[src/rtl/core/tds_pkg.sv]
// Shared types, constants and helpers for the tag-delimited span detector.
// No dependencies; used by tds_cfg_regs, tds_span_fsm and the top level.
package tds_pkg;

	localparam int MAX_TAG_BYTES_DEF = 16;
	localparam int POSITION_BITS_DEF = 32;

	localparam int TAG_BYTES   = 16;   // bytes a register pair can hold
	localparam int TAG_BITS    = 8 * TAG_BYTES;
	localparam int TAG_LEN_W   = 5;
	localparam int CFG_DATA_W  = 64;
	localparam int CFG_ADDR_W  = 6;
	localparam int CFG_IDX_W   = 3;
	localparam int OUT_POS_W   = 32;
	localparam int OUT_DATA_W  = 104;
	localparam int MIN_START_LEN = 3;

	localparam logic [7:0] OPEN_BYTE = 8'h3C;   // '<'

	typedef enum logic [CFG_IDX_W-1:0] {
		REG_START_A_LO = 3'd0,
		REG_START_A_HI = 3'd1,
		REG_START_B_LO = 3'd2,
		REG_START_B_HI = 3'd3,
		REG_END_A_LO   = 3'd4,
		REG_END_A_HI   = 3'd5,
		REG_END_B_LO   = 3'd6,
		REG_END_B_HI   = 3'd7
	} cfg_reg_t;

	typedef enum logic [2:0] {
		PH_IDLE   = 3'd0,
		PH_CHOICE = 3'd1,
		PH_START  = 3'd2,
		PH_BODY   = 3'd3,
		PH_DONE   = 3'd4
	} phase_t;

	typedef struct packed {
		logic [TAG_BITS-1:0] start_a;
		logic [TAG_BITS-1:0] start_b;
		logic [TAG_BITS-1:0] end_a;
		logic [TAG_BITS-1:0] end_b;
	} tag_set_t;

	typedef struct packed {
		logic [OUT_POS_W-1:0] byte_position;
		logic [OUT_POS_W-1:0] end_position;
		logic [OUT_POS_W-1:0] start_position;
		logic                 tag_choice;
		logic [2:0]           parse_state;
	} result_t;

	// Length of a NUL-terminated tag, limited to max_bytes.
	function automatic logic [TAG_LEN_W-1:0] tag_len(input logic [TAG_BITS-1:0] tag,
			input int max_bytes);
		logic [TAG_LEN_W-1:0] len;
		logic                 found;
		len   = TAG_LEN_W'(max_bytes);
		found = 1'b0;
		for (int k = 0; k < TAG_BYTES; k++) begin
			if (!found && k < max_bytes && tag[8*k +: 8] == 8'h00) begin
				len   = TAG_LEN_W'(k);
				found = 1'b1;
			end
		end
		return len;
	endfunction

endpackage

[src/rtl/core/tds_cfg_regs.sv]
// APB-style register file holding the start and end tags.
// Depends on tds_pkg.
module tds_cfg_regs (
	input  logic                             clk,
	input  logic                             arst_n,
	input  logic                             psel,
	input  logic                             penable,
	input  logic                             pwrite,
	input  logic [tds_pkg::CFG_ADDR_W-1:0]   paddr,
	input  logic [tds_pkg::CFG_DATA_W-1:0]   pwdata,
	output logic [tds_pkg::CFG_DATA_W-1:0]   prdata,
	output logic                             pready,
	output tds_pkg::tag_set_t                tags
);

	logic [tds_pkg::CFG_DATA_W-1:0] start_a_lo_q, start_a_hi_q, start_b_lo_q, start_b_hi_q;
	logic [tds_pkg::CFG_DATA_W-1:0] end_a_lo_q, end_a_hi_q, end_b_lo_q, end_b_hi_q;
	tds_pkg::cfg_reg_t              reg_idx;
	logic                           wr_en;

	assign reg_idx = tds_pkg::cfg_reg_t'(paddr[tds_pkg::CFG_ADDR_W-1 -: tds_pkg::CFG_IDX_W]);
	assign pready  = 1'b1;
	assign wr_en   = psel && penable && pwrite && pready;

	always_ff @(posedge clk or negedge arst_n) begin
		if (!arst_n) begin
			start_a_lo_q <= '0;
			start_a_hi_q <= '0;
			start_b_lo_q <= '0;
			start_b_hi_q <= '0;
			end_a_lo_q   <= '0;
			end_a_hi_q   <= '0;
			end_b_lo_q   <= '0;
			end_b_hi_q   <= '0;
		end else if (wr_en) begin
			unique case (reg_idx)
				tds_pkg::REG_START_A_LO: start_a_lo_q <= pwdata;
				tds_pkg::REG_START_A_HI: start_a_hi_q <= pwdata;
				tds_pkg::REG_START_B_LO: start_b_lo_q <= pwdata;
				tds_pkg::REG_START_B_HI: start_b_hi_q <= pwdata;
				tds_pkg::REG_END_A_LO:   end_a_lo_q   <= pwdata;
				tds_pkg::REG_END_A_HI:   end_a_hi_q   <= pwdata;
				tds_pkg::REG_END_B_LO:   end_b_lo_q   <= pwdata;
				tds_pkg::REG_END_B_HI:   end_b_hi_q   <= pwdata;
			endcase
		end
	end

	always_comb begin
		unique case (reg_idx)
			tds_pkg::REG_START_A_LO: prdata = start_a_lo_q;
			tds_pkg::REG_START_A_HI: prdata = start_a_hi_q;
			tds_pkg::REG_START_B_LO: prdata = start_b_lo_q;
			tds_pkg::REG_START_B_HI: prdata = start_b_hi_q;
			tds_pkg::REG_END_A_LO:   prdata = end_a_lo_q;
			tds_pkg::REG_END_A_HI:   prdata = end_a_hi_q;
			tds_pkg::REG_END_B_LO:   prdata = end_b_lo_q;
			tds_pkg::REG_END_B_HI:   prdata = end_b_hi_q;
		endcase
	end

	// Byte 0 of each tag sits in the low bits of the low word.
	assign tags.start_a = {start_a_hi_q, start_a_lo_q};
	assign tags.start_b = {start_b_hi_q, start_b_lo_q};
	assign tags.end_a   = {end_a_hi_q, end_a_lo_q};
	assign tags.end_b   = {end_b_hi_q, end_b_lo_q};

endmodule

[src/rtl/core/tds_span_fsm.sv]
// Parse state machine, end-tag window and position counter.
// Depends on tds_pkg; tag bytes come from tds_cfg_regs.
module tds_span_fsm #(
	parameter int MAX_TAG_BYTES = tds_pkg::MAX_TAG_BYTES_DEF,
	parameter int POSITION_BITS = tds_pkg::POSITION_BITS_DEF
) (
	input  logic              clk,
	input  logic              arst_n,
	input  logic              step,
	input  logic [7:0]        byte_value,
	input  logic              clear,
	input  tds_pkg::tag_set_t tags,
	output tds_pkg::result_t  result
);

	localparam int IDX_W = $clog2(MAX_TAG_BYTES);
	localparam int LEN_W = $clog2(MAX_TAG_BYTES + 1);
	localparam logic [LEN_W-1:0] FILL_MAX = LEN_W'(MAX_TAG_BYTES);

	tds_pkg::phase_t          phase_q, phase_d;
	logic [IDX_W-1:0]         exp_q, exp_d;
	logic                     chosen_q, chosen_d;
	logic [7:0]               win_q [MAX_TAG_BYTES];
	logic [7:0]               win_d [MAX_TAG_BYTES];
	logic [7:0]               shifted [MAX_TAG_BYTES];
	logic [LEN_W-1:0]         fill_q, fill_d, fill_inc;
	logic [POSITION_BITS-1:0] open_q, open_d, close_q, close_d, count_q, count_inc;

	logic [7:0]       st_a [MAX_TAG_BYTES];
	logic [7:0]       st_b [MAX_TAG_BYTES];
	logic [7:0]       et_a [MAX_TAG_BYTES];
	logic [7:0]       et_b [MAX_TAG_BYTES];
	logic [LEN_W-1:0] len_sa, len_sb, len_ea, len_eb, len_s, len_e;
	logic [7:0]       exp_byte;
	logic             a_ok, b_ok, end_match;

	always_comb begin
		for (int k = 0; k < MAX_TAG_BYTES; k++) begin
			st_a[k] = tags.start_a[8*k +: 8];
			st_b[k] = tags.start_b[8*k +: 8];
			et_a[k] = tags.end_a[8*k +: 8];
			et_b[k] = tags.end_b[8*k +: 8];
		end
	end

	assign len_sa = LEN_W'(tds_pkg::tag_len(tags.start_a, MAX_TAG_BYTES));
	assign len_sb = LEN_W'(tds_pkg::tag_len(tags.start_b, MAX_TAG_BYTES));
	assign len_ea = LEN_W'(tds_pkg::tag_len(tags.end_a, MAX_TAG_BYTES));
	assign len_eb = LEN_W'(tds_pkg::tag_len(tags.end_b, MAX_TAG_BYTES));
	assign len_s  = chosen_q ? len_sb : len_sa;
	assign len_e  = chosen_q ? len_eb : len_ea;

	assign a_ok = (int'(len_sa) >= tds_pkg::MIN_START_LEN) && (byte_value == st_a[1]);
	assign b_ok = (int'(len_sb) >= tds_pkg::MIN_START_LEN) && (byte_value == st_b[1]);
	assign exp_byte = chosen_q ? st_b[exp_q] : st_a[exp_q];

	assign count_inc = (count_q == '1) ? count_q : count_q + 1'b1;
	assign fill_inc  = (fill_q == FILL_MAX) ? fill_q : fill_q + 1'b1;

	// Window after taking the current byte at the tail.
	always_comb begin
		for (int i = 0; i < MAX_TAG_BYTES - 1; i++) begin
			shifted[i] = win_q[i + 1];
		end
		shifted[MAX_TAG_BYTES-1] = byte_value;
	end

	// Compare the last len_e window bytes with the chosen end tag.
	always_comb begin
		end_match = (fill_inc >= len_e);
		for (int k = 0; k < MAX_TAG_BYTES; k++) begin
			if (k < int'(len_e)) begin
				if (shifted[IDX_W'(MAX_TAG_BYTES - int'(len_e) + k)] !=
						(chosen_q ? et_b[k] : et_a[k])) begin
					end_match = 1'b0;
				end
			end
		end
	end

	always_comb begin
		phase_d  = phase_q;
		exp_d    = exp_q;
		chosen_d = chosen_q;
		win_d    = win_q;
		fill_d   = fill_q;
		open_d   = open_q;
		close_d  = close_q;
		if (clear) begin
			phase_d  = tds_pkg::PH_IDLE;
			exp_d    = '0;
			chosen_d = 1'b0;
			fill_d   = '0;
			open_d   = '0;
			close_d  = '0;
		end else begin
			unique case (phase_q)
				tds_pkg::PH_IDLE: begin
					if (byte_value == tds_pkg::OPEN_BYTE) begin
						phase_d = tds_pkg::PH_CHOICE;
						open_d  = count_q;
					end
				end
				tds_pkg::PH_CHOICE: begin
					if (!a_ok && !b_ok) begin
						phase_d = tds_pkg::PH_IDLE;
						open_d  = '0;
					end else begin
						chosen_d = b_ok;
						exp_d    = IDX_W'(2);
						phase_d  = tds_pkg::PH_START;
					end
				end
				tds_pkg::PH_START: begin
					if (byte_value != exp_byte) begin
						phase_d  = tds_pkg::PH_IDLE;
						exp_d    = '0;
						chosen_d = 1'b0;
						open_d   = '0;
					end else if (int'(exp_q) + 1 >= int'(len_s)) begin
						exp_d   = '0;
						fill_d  = '0;
						phase_d = tds_pkg::PH_BODY;
						for (int i = 0; i < MAX_TAG_BYTES; i++) begin
							win_d[i] = 8'h00;
						end
					end else begin
						exp_d = exp_q + 1'b1;
					end
				end
				tds_pkg::PH_BODY: begin
					win_d  = shifted;
					fill_d = fill_inc;
					if (end_match) begin
						close_d = count_inc;
						phase_d = tds_pkg::PH_DONE;
						fill_d  = '0;
						for (int i = 0; i < MAX_TAG_BYTES; i++) begin
							win_d[i] = 8'h00;
						end
					end
				end
				default: begin
					// complete: hold until clear
				end
			endcase
		end

		result.parse_state    = phase_d;
		result.tag_choice     = (phase_d >= tds_pkg::PH_START) ? chosen_d : 1'b0;
		result.start_position = (phase_d != tds_pkg::PH_IDLE) ?
			tds_pkg::OUT_POS_W'(open_d) : '0;
		result.end_position   = (phase_d == tds_pkg::PH_DONE) ?
			tds_pkg::OUT_POS_W'(close_d) : '0;
		result.byte_position  = clear ? '0 : tds_pkg::OUT_POS_W'(count_q);
	end

	always_ff @(posedge clk or negedge arst_n) begin
		if (!arst_n) begin
			phase_q  <= tds_pkg::PH_IDLE;
			exp_q    <= '0;
			chosen_q <= 1'b0;
			fill_q   <= '0;
			count_q  <= '0;
		end else if (step) begin
			phase_q  <= phase_d;
			exp_q    <= exp_d;
			chosen_q <= chosen_d;
			fill_q   <= fill_d;
			count_q  <= clear ? '0 : count_inc;
		end
	end

	// Window bytes and span positions are only read once the phase makes them valid.
	always_ff @(posedge clk) begin
		if (step) begin
			win_q   <= win_d;
			open_q  <= open_d;
			close_q <= close_d;
		end
	end

endmodule

[src/rtl/core/tag_delimited_span_detector.sv]
// A registered result item appears on the master side in the cycle after its input item is taken.
// One item per cycle unless the output stalls; state, window compare and counter update per item.
// The output register frees up in the same cycle it is taken, so no bubble under full flow.
// Reset clears the parse state, the position counter, all tag registers and the output valid.
// Depends on tds_pkg, tds_cfg_regs and tds_span_fsm.
module tag_delimited_span_detector #(
	parameter int MAX_TAG_BYTES = tds_pkg::MAX_TAG_BYTES_DEF,
	parameter int POSITION_BITS = tds_pkg::POSITION_BITS_DEF
) (
	input  logic                             clk,
	input  logic                             arst_n,
	input  logic                             s_tvalid,
	output logic                             s_tready,
	input  logic [7:0]                       s_tdata,   // byte_value
	input  logic [0:0]                       s_tuser,   // clear
	output logic                             m_tvalid,
	input  logic                             m_tready,
	// parse_state, tag_choice, start_position, end_position, byte_position, zero pad
	output logic [tds_pkg::OUT_DATA_W-1:0]   m_tdata,
	input  logic                             psel,
	input  logic                             penable,
	input  logic                             pwrite,
	input  logic [tds_pkg::CFG_ADDR_W-1:0]   paddr,
	input  logic [tds_pkg::CFG_DATA_W-1:0]   pwdata,
	output logic [tds_pkg::CFG_DATA_W-1:0]   prdata,
	output logic                             pready
);

	localparam int PAD_W = tds_pkg::OUT_DATA_W - $bits(tds_pkg::result_t);

	tds_pkg::tag_set_t tags;
	tds_pkg::result_t  result;
	logic              step;
	logic              out_valid_q;
	tds_pkg::result_t  out_data_q;

	tds_cfg_regs u_cfg (
		.clk     (clk),
		.arst_n  (arst_n),
		.psel    (psel),
		.penable (penable),
		.pwrite  (pwrite),
		.paddr   (paddr),
		.pwdata  (pwdata),
		.prdata  (prdata),
		.pready  (pready),
		.tags    (tags)
	);

	tds_span_fsm #(
		.MAX_TAG_BYTES (MAX_TAG_BYTES),
		.POSITION_BITS (POSITION_BITS)
	) u_fsm (
		.clk        (clk),
		.arst_n     (arst_n),
		.step       (step),
		.byte_value (s_tdata),
		.clear      (s_tuser[0]),
		.tags       (tags),
		.result     (result)
	);

	// Take a new item whenever the output register is empty or drains this cycle.
	assign s_tready = !out_valid_q || m_tready;
	assign step     = s_tvalid && s_tready;

	always_ff @(posedge clk or negedge arst_n) begin
		if (!arst_n) begin
			out_valid_q <= 1'b0;
		end else if (step) begin
			out_valid_q <= 1'b1;
		end else if (m_tready) begin
			out_valid_q <= 1'b0;
		end
	end

	always_ff @(posedge clk) begin
		if (step) begin
			out_data_q <= result;
		end
	end

	assign m_tvalid = out_valid_q;
	assign m_tdata  = {{PAD_W{1'b0}}, out_data_q};

endmodule

[config.mk]
export PLATFORM = sky130hd
export DESIGN_NAME = tag_delimited_span_detector
export DESIGN_NICKNAME = d
export VERILOG_FILES = /design/src/rtl/core/tds_pkg.sv /design/src/rtl/core/tds_cfg_regs.sv /design/src/rtl/core/tds_span_fsm.sv /design/src/rtl/core/tag_delimited_span_detector.sv
export SDC_FILE = /design/constraint.sdc
export NUM_CORES = 2
export LEC_CHECK = 0
export BUFFER_PORTS_ARGS = -buffer_cell sky130_fd_sc_hd__buf_2
export CELL_PAD_IN_SITES_DETAIL_PLACEMENT = 1
export CELL_PAD_IN_SITES_GLOBAL_PLACEMENT = 1
export CORE_ASPECT_RATIO = 1.5
export CORE_UTILIZATION = 46
export CTS_BUF_LIST = sky130_fd_sc_hd__clkbuf_4 sky130_fd_sc_hd__clkbuf_8 sky130_fd_sc_hd__clkbuf_16
export DETAILED_ROUTE_END_ITERATION = 12
export PLACE_DENSITY = 0.88
export SKIP_LAST_GASP = 1
export SLEW_MARGIN = 20
export SYNTH_ARGS = -nofsm -noshare
export SYNTH_HDL_FRONTEND = slang
export SYNTH_SLANG_ARGS = --single-unit
[constraint.sdc]
create_clock -name clk -period 12.5 [get_ports clk]
set_input_delay 0.625 -clock clk [delete_from_list [all_inputs] [get_ports clk]]
set_output_delay 0.625 -clock clk [all_outputs]
set_load 0.005 [all_outputs]
== Word-level counts from Yosys, hierarchy flattened ==
Cells that the tools add are included.

* Flip-flop bits (word level): 842
* Input port bits: 86
* Output and inout bits: 171
* Logic and storage cells: 630

* $add $sub $neg: 20
* $lt $le $gt $ge: 38
* Equality and inequality tests: 38
* Muxes and demuxes: 268
* Bitwise gates (word level): 18
* Reduce and logical (&&, ||, !) cells: 212

{| class="wikitable"
|+ Operator list
! operator !! count
|-
| $bmux 8 s4 || 18
|-
| $logic_not 8->1 || 64
|-
| $pmux 64 s8 || 1
|-
| $mux 8 || 53
|-
| $mux 120 || 3
|-
| $mux 5 || 71
|-
| $mux 32 || 9
|-
| $pmux 120 s2 || 1
|-
| $ne 8x8->1 || 17
|-
| $mux 1 || 97
|-
| $pmux 32 s3 || 1
|-
| $ge 4x5->1 const B || 16
|-
| $logic_and 1x1->1 || 66
|-
| $not 4->4 || 16
|-
| $logic_not 1->1 || 63
|-
| $lt 4x5->1 const A || 8
|-
| $add 32x1->32 const B || 1
|-
| $add 4x4->4 const B || 8
|-
| $eq 32x32->1 const B || 1
|-
| $ge 32x6->1 || 1
|-
| $lt 3x5->1 const A || 4
|-
| $add 4x3->4 const B || 4
|-
| $eq 8x8->1 || 2
|-
| $mux 4 || 4
|-
| other kinds (36) || 65
|}

== Logic depth before layout (Yosys ltp) ==
* Word-level depth: 90
* Gate-level depth with buffers: 36
* Depth with buffers taken out: 27

== Modules after synthesis ==
Synthesis repeated with hierarchy kept, for this count alone.

* Cell total of the unflattened synthesis: 4880
* Area total of the unflattened synthesis: 55159.2 um^2

{| class="wikitable"
|+ Modules (own cells, without submodules)
! module !! times used !! cells each !! area an instance (um^2) !! seq. area each (um^2)
|-
| tds_span_fsm || 1 || 2948 || 28581.2 || 6651.4
|-
| tds_cfg_regs || 1 || 1823 || 23487.5 || 12812.3
|-
| tag_delimited_span_detector || 1 || 109 || 3090.5 || 3027.9
|}

== Worst setup path after synthesis ==
Ideal clock, no wire load.

* Path kind: register to register
* From: reg u_fsm.chosen_q
* To: reg u_fsm.win_q (netlist bit u_fsm.shifted[100]), enable pin
* Setup time: 0.746 ns
* Arrival time: 12.682 ns
* Data required time: 11.754 ns
* Path slack: -0.928 ns
* Stages on the path, launching flop included: 19
* Path buffers: 8
* Clock period less this slack: 13.428 ns
* Path through: dfrtp_1 -> clkbuf_1 -> clkbuf_1 -> buf_1 -> clkbuf_1 -> buf_1 -> buf_1 -> buf_1 -> clkbuf_1 -> and3_1 -> a31oi_1 -> ha_1 -> a21oi_1 -> nor2b_1 -> o21ai_0 -> nand2b_1 -> a21o_1 -> a21oi_1 -> nor3_1

* Cells in the longest elaborated chain, start to end: 4
* Elaborated cells on any way between the ends: 7
* Classes of those cells: 1 x order compare; 3 x eq/ne; 2 x mux; 1 x reduce/logical

{| class="wikitable"
|+ Ends and longest elaborated chain
! element !! line !! RTL
|-
| start: declaration || tds_span_fsm.sv:22 || <nowiki>logic chosen_q, chosen_d;</nowiki>
|-
| start signal: assignment || tds_span_fsm.sv:168 || <nowiki>chosen_q <= chosen_d;</nowiki>
|-
| $mux 5 / $mux 8 (equally long branches) || tds_span_fsm.sv:50, tds_span_fsm.sv:55 ||
|-
| $ge 32x6->1 / $ne 8x8->1 (equally long branches) || tds_span_fsm.sv:120, tds_span_fsm.sv:115 ||
|-
| $ne 2x1->1 (no line) / $ne 2x2->1 (equally long branches) || -- ||
|-
| $reduce_and 5->1 (no line) * || -- ||
|-
| end signal: assignment || tds_span_fsm.sv:177 || <nowiki>win_q <= win_d;</nowiki>
|-
| end: declaration || tds_span_fsm.sv:23 || <nowiki>logic [7:0] win_q [MAX_TAG_BYTES];</nowiki>
|}

Every way passes the cells marked *; elsewhere a longest branch is shown, timed or not.
A chain may end at the register's enable or synchronous reset.

== Worst setup path in the final report ==
* From: reg u_cfg.end_a_hi_q[49] (netlist name)
* To: reg u_fsm.win_q (netlist bit u_fsm.shifted[110]), data pin

* Cells in the longest elaborated chain, start to end: 47
* Elaborated cells on any way between the ends: 156
* Classes of those cells: 16 x add/sub; 17 x order compare; 16 x eq/ne; 87 x mux; 16 x bitwise; 4 x reduce/logical

{| class="wikitable"
|+ Ends and longest elaborated chain
! element !! line !! RTL
|-
| start: declaration || tds_cfg_regs.sv:17 || <nowiki>logic [tds_pkg::CFG_DATA_W-1:0] end_a_lo_q, end_a_hi_q, end_b_lo_q, end_b_hi_q;</nowiki>
|-
| start signal: assignment || tds_cfg_regs.sv:42 || <nowiki>tds_pkg::REG_END_A_HI: end_a_hi_q <= pwdata;</nowiki>
|-
| branches (longest 44 deep; another with $sub 1x4->4) || -- ||
|-
| $mux 1 * || tds_span_fsm.sv:72 || <nowiki>if (k < int'(len_e)) begin</nowiki>
|-
| $mux 120 * || tds_span_fsm.sv:134 || <nowiki>if (end_match) begin</nowiki>
|-
| $pmux 120 s2 * || tds_span_fsm.sv:97 || <nowiki>unique case (phase_q)</nowiki>
|}

Every way passes the cells marked *. The select of a mux whose other input is x is not followed.

==> summary.txt <==
Clocking
  – CTS max path bufs: 3
  – Post-CTS resize count: 0
  – Num CTS Buffers: 85
  – CTS Hold Bufs: 0
  – H-tree depth: 3
  – Setup Fix Bufs, Post-CTS: 0
  – Clk Latency, worst-skew pair: 0.73 ns
  – Clock sink count: 842
  – Clock Pin Slew Worst Setup and Hold Paths: 0.06 ns
  – Root Driver: clkbuf_16
  – CTS tree: yes

Floorplanning
  – Die ar.: approximately 0.12 mm²
  – I/O pin count: 257
  – Initial Utilization: 0.4649
  – Row count: 153
  – Core area: between 0.1 and 0.15 mm²
  – Die W: around 280 µm
  – Die height: 421.7 µm

Run status
  – Status: complete, but fails checks
  – Failing checks: negative hold slack, max-capacitance violations

Drt
  – Drt wl/cell: 38.72 µm
  – Final wirelength: 250.6 mm
  – Via count: around 45,000
  – Initial DRT Pass Iterations: 5
  – Vias/cell: 6.968
  – DR DRC count: 0
  – Initial drt markers: 4,472
  – Remaining antenna violation count: 0

STA
  – Final Max Slew Viols: 0
  – RSZ-0062 raised after global routing: no
  – Worst Skew: roughly 0.036 ns
  – Slew headroom: 0.003573
  – Hold slack: -0.01907 ns
  – Fmax: 0.09942 GHz
  – Period utilization: 0.8046
  – Worst Max-Slew Pin Slew: around 1.5 ns
  – TNS Setup: 0 ns
  – Final setup viols: 0
  – Hold Violations, Final: 9
  – Min Tclk post-route: 10.06 ns

Pwr
  – Switching power total: 9.720 mW
  – Tot Pwr: 18.86 mW
  – PwrDens: roughly 310 mW/mm²
  – Clock Power Share: 0.146
  – Worst vdd ir: 0.3013 mV
  – Reg power frac: 0.203
  – Sw frac: 0.5155
  – Internal Dissipation: 9.135 mW
  – P_leak: 23.83 nW
  – Logic pwr share: 0.651

Synthesis
  – FF+latch count, synth: approximately 840
  – Share of flip-flops with an asynchronous set or reset: 0.6627
  – Yosys Warn Count: 0
  – Register area share after synthesis: 0.4164
  – Post-synthesis average cell area: 11.38 µm²
  – Post-Synthesis Cell Area: 0.05402 mm²
  – Cell variety after synth: 93
  – Number of synthesized flops with an enable pin: 284
  – Syn Inst Count: around 4,700
  – Predominant post-synthesis flop cell: dfrtp_1

GRT
  – Largest net degree at the start of global routing: 178
  – First-pass GRT wire length: 353.5 mm
  – Initial antenna violation count: 21
  – Tot GR Track Use: 0.4217
  – Grt total ovfl: 0
  – Vias in the first global route: 46,220

Worst setup path
  – Reg2reg start: u_cfg.end_a_hi_q[49]
  – Worst reg2reg path depth: 22
  – CP Max Fanout: 43
  – CP required: 12.96 ns
  – Worst reg2reg path endpoint: u_fsm.shifted[110]
  – Worst setup EP type: flip-flop
  – CP Launch Point: u_cfg.end_a_hi_q[49]
  – Crit path kind: flip-flop to flip-flop
  – Setup crit start kind: flip-flop
  – Worst reg-to-reg setup slack: approximately 2.4 ns
  – Crit path to: u_fsm.shifted[110]
  – Data arrival time of the critical path: 10.52 ns

Layout
  – P&R area growth vs syn: 10.82%
  – Fillers: 12,140
  – Fin util: 0.5152
  – Fraction of layout cells with a size suffix above 1: 0.2784
  – Fin nets: 4,949
  – Fin cells: between 6,000 and 7,000

Placed design
  – Port bufs: approximately 250
  – DPL Wire Length: 187.0 mm
  – Dpl cells: 6,299
  – RePlAce Congestion: 1.018

Job
  – MaxCap Viol Count: 1

Min path
  – Hold crit path type: input pin to async pin
==> layout make-up <==
| type | instances | area, µm² | area share |
|---|---|---|---|
| tap | 1550 | 1939 | 0.03239 |
| clock inverter | 45 | 469.2 | 0.007837 |
| inverter | 59 | 226.5 | 0.003783 |
| clock buffer | 113 | 2459 | 0.04107 |
| multi-input combinational | 3496 | 30080 | 0.5024 |
| timing repair buffer | 355 | 2167 | 0.03620 |
| antenna | 11 | 27.53 | 0.0004598 |
| sequential | 842 | 22500 | 0.3759 |
==> synthesized netlist by cell type (20+ instances only) <==
master    instances  area, µm²
a211oi_1         51      382.9
a21oi_1         138      690.7
a221oi_1         60      525.5
a22o_1           65      569.3
a22oi_1          55      412.9
a31oi_1          36      225.2
and2_1          182       1139
buf_1            50      187.7
buf_2            34      170.2
clkbuf_1        249      934.7
dfrtp_1         558      13960
edfxtp_1        284       8528
ha_1             24      300.3
inv_1            52      195.2
mux2_2          571       6430
mux2i_1         438       4384
mux4_2          225       5067
nand2_1         268       1006
nand2b_1         23      143.9
nand3_1         132      660.6
nand4_1          43      269.0
nor2_1          267       1002
nor2b_1          46      287.8
nor3_1           44      220.2
nor4_1          121      757.0
o211ai_1         20      150.1
o21ai_0         181      905.9
o22ai_1          20      125.1
or4_1            32      240.2
xnor2_1         152       1331
xor2_1           79      691.9
==> per-stage QoR <==
| stage | setup slack, ns | cell area (µm²) |
|---|---|---|
| 2_1_floorplan | 2.837 | 54040 |
| 4_1_cts | 2.762 | 59740 |
| 6_report | 2.442 | 59870 |
| 3_3_place_gp | 3.051 | 56810 |
| 3_5_place_dp | 2.819 | 56810 |
| 5_1_grt | 2.243 | 59840 |
==> power groups by stage <==
stage                     Sequential, mW  Clock, mW  Combinational [mW]
final                               3.82       2.75                12.3
after global routing                3.83       2.86                12.6
after CTS                           3.78       2.77                12.0
after detailed placement            3.82          0                12.0
after global placement              3.78          0                11.8
after floorplan                     3.53          0                7.34
==> per-layer routing <==
layer	track usage	vias to the layer above	routed length, µm
met5	0	-	109
met4	0.4151	16	30550
met3	0.09223	893	18710
met2	0.6749	2506	117500
met1	0.4537	23400	83720
li1	-	18270	-
==> how the worst min path moves through the flow <==
stage | start | to | cells past startpoint
finish | arst_n | u_cfg.start_a_lo_q[62] | 1
global route | arst_n | u_cfg.start_a_lo_q[45] | 1
CTS | arst_n | u_cfg.start_b_hi_q[62] | 1
detailed placement | u_cfg.end_b_hi_q[21] | u_cfg.end_b_hi_q[21] | 1
global placement | m_tvalid | m_tvalid | 2
floorplan | arst_n | m_tvalid | 0
==> state kept, by name, summed over array words and instances (netlist names), 4 cells and up <==
name and count:
u_fsm.exp_q 4, u_cfg.end_a_hi_q 64, u_cfg.start_a_hi_q 64, u_cfg.end_b_hi_q 64, u_fsm.fill_q 5, u_fsm.open_q 32
u_fsm.close_q 32, u_fsm.count_q 32, u_cfg.start_b_hi_q 64, u_fsm.shifted 120, u_cfg.start_a_lo_q 64, m_tdata 100
u_cfg.start_b_lo_q 64, u_cfg.end_b_lo_q 64, u_cfg.end_a_lo_q 64
==> kinds of logic after synthesis <==
family                     count (synthesis)  synth area share
adders and majority gates                 24          0.005559
AOI/OAI and AO/OA                        781           0.09923
other                                      2         0.0001390
buffers and inverters                    410           0.03122
DFF                                      842            0.4164
muxes                                   1236            0.2947
xor gates and xnor gates                 234           0.03870
and+or+nand+nor                         1216            0.1141
==> cells in the final DEF (no fill, tap or decap), types with 55 or more instances in the layout <==
master     synthesis  routed
buf_4             10     102
nor2_1           267     261
a21oi_1          138     138
xnor2_1          152     150
nor4_1           121     119
nand2_1          268     266
o21ai_0          181     179
and2_1           182     182
a221oi_1          60      59
a22o_1            65      65
mux2_2           571     571
nand3_1          132     132
mux4_2           225     225
dfrtp_1          558     554
a22oi_1           55      55
xor2_1            79      79
edfxtp_1         284     284
clkbuf_16          0      88
buf_2             34     243
mux2i_1          438     437
==> worst max-delay path, stage by stage (launching register included) <==
cell	delay, ns
dfrtp_1	0.44
nor4_1	0.86
nand2_1	0.19
a221oi_1	0.61
o211ai_1	0.26
a211o_1	0.42
nand2_4	0.47
clkinv_1	0.27
ha_4	0.23
a221oi_2	0.65
nor2_4	0.08
ha_4	0.78
nor2_1	0.46
a221oi_2	1.16
xnor2_1	0.21
a31oi_1	0.11
a22oi_1	0.65
nand4_1	0.25
a211oi_1	0.31
o2bb2ai_1	0.34
o21ba_4	0.50
buf_4	0.31
and2_1	0.18
Power figures use the tool's default switching activity.
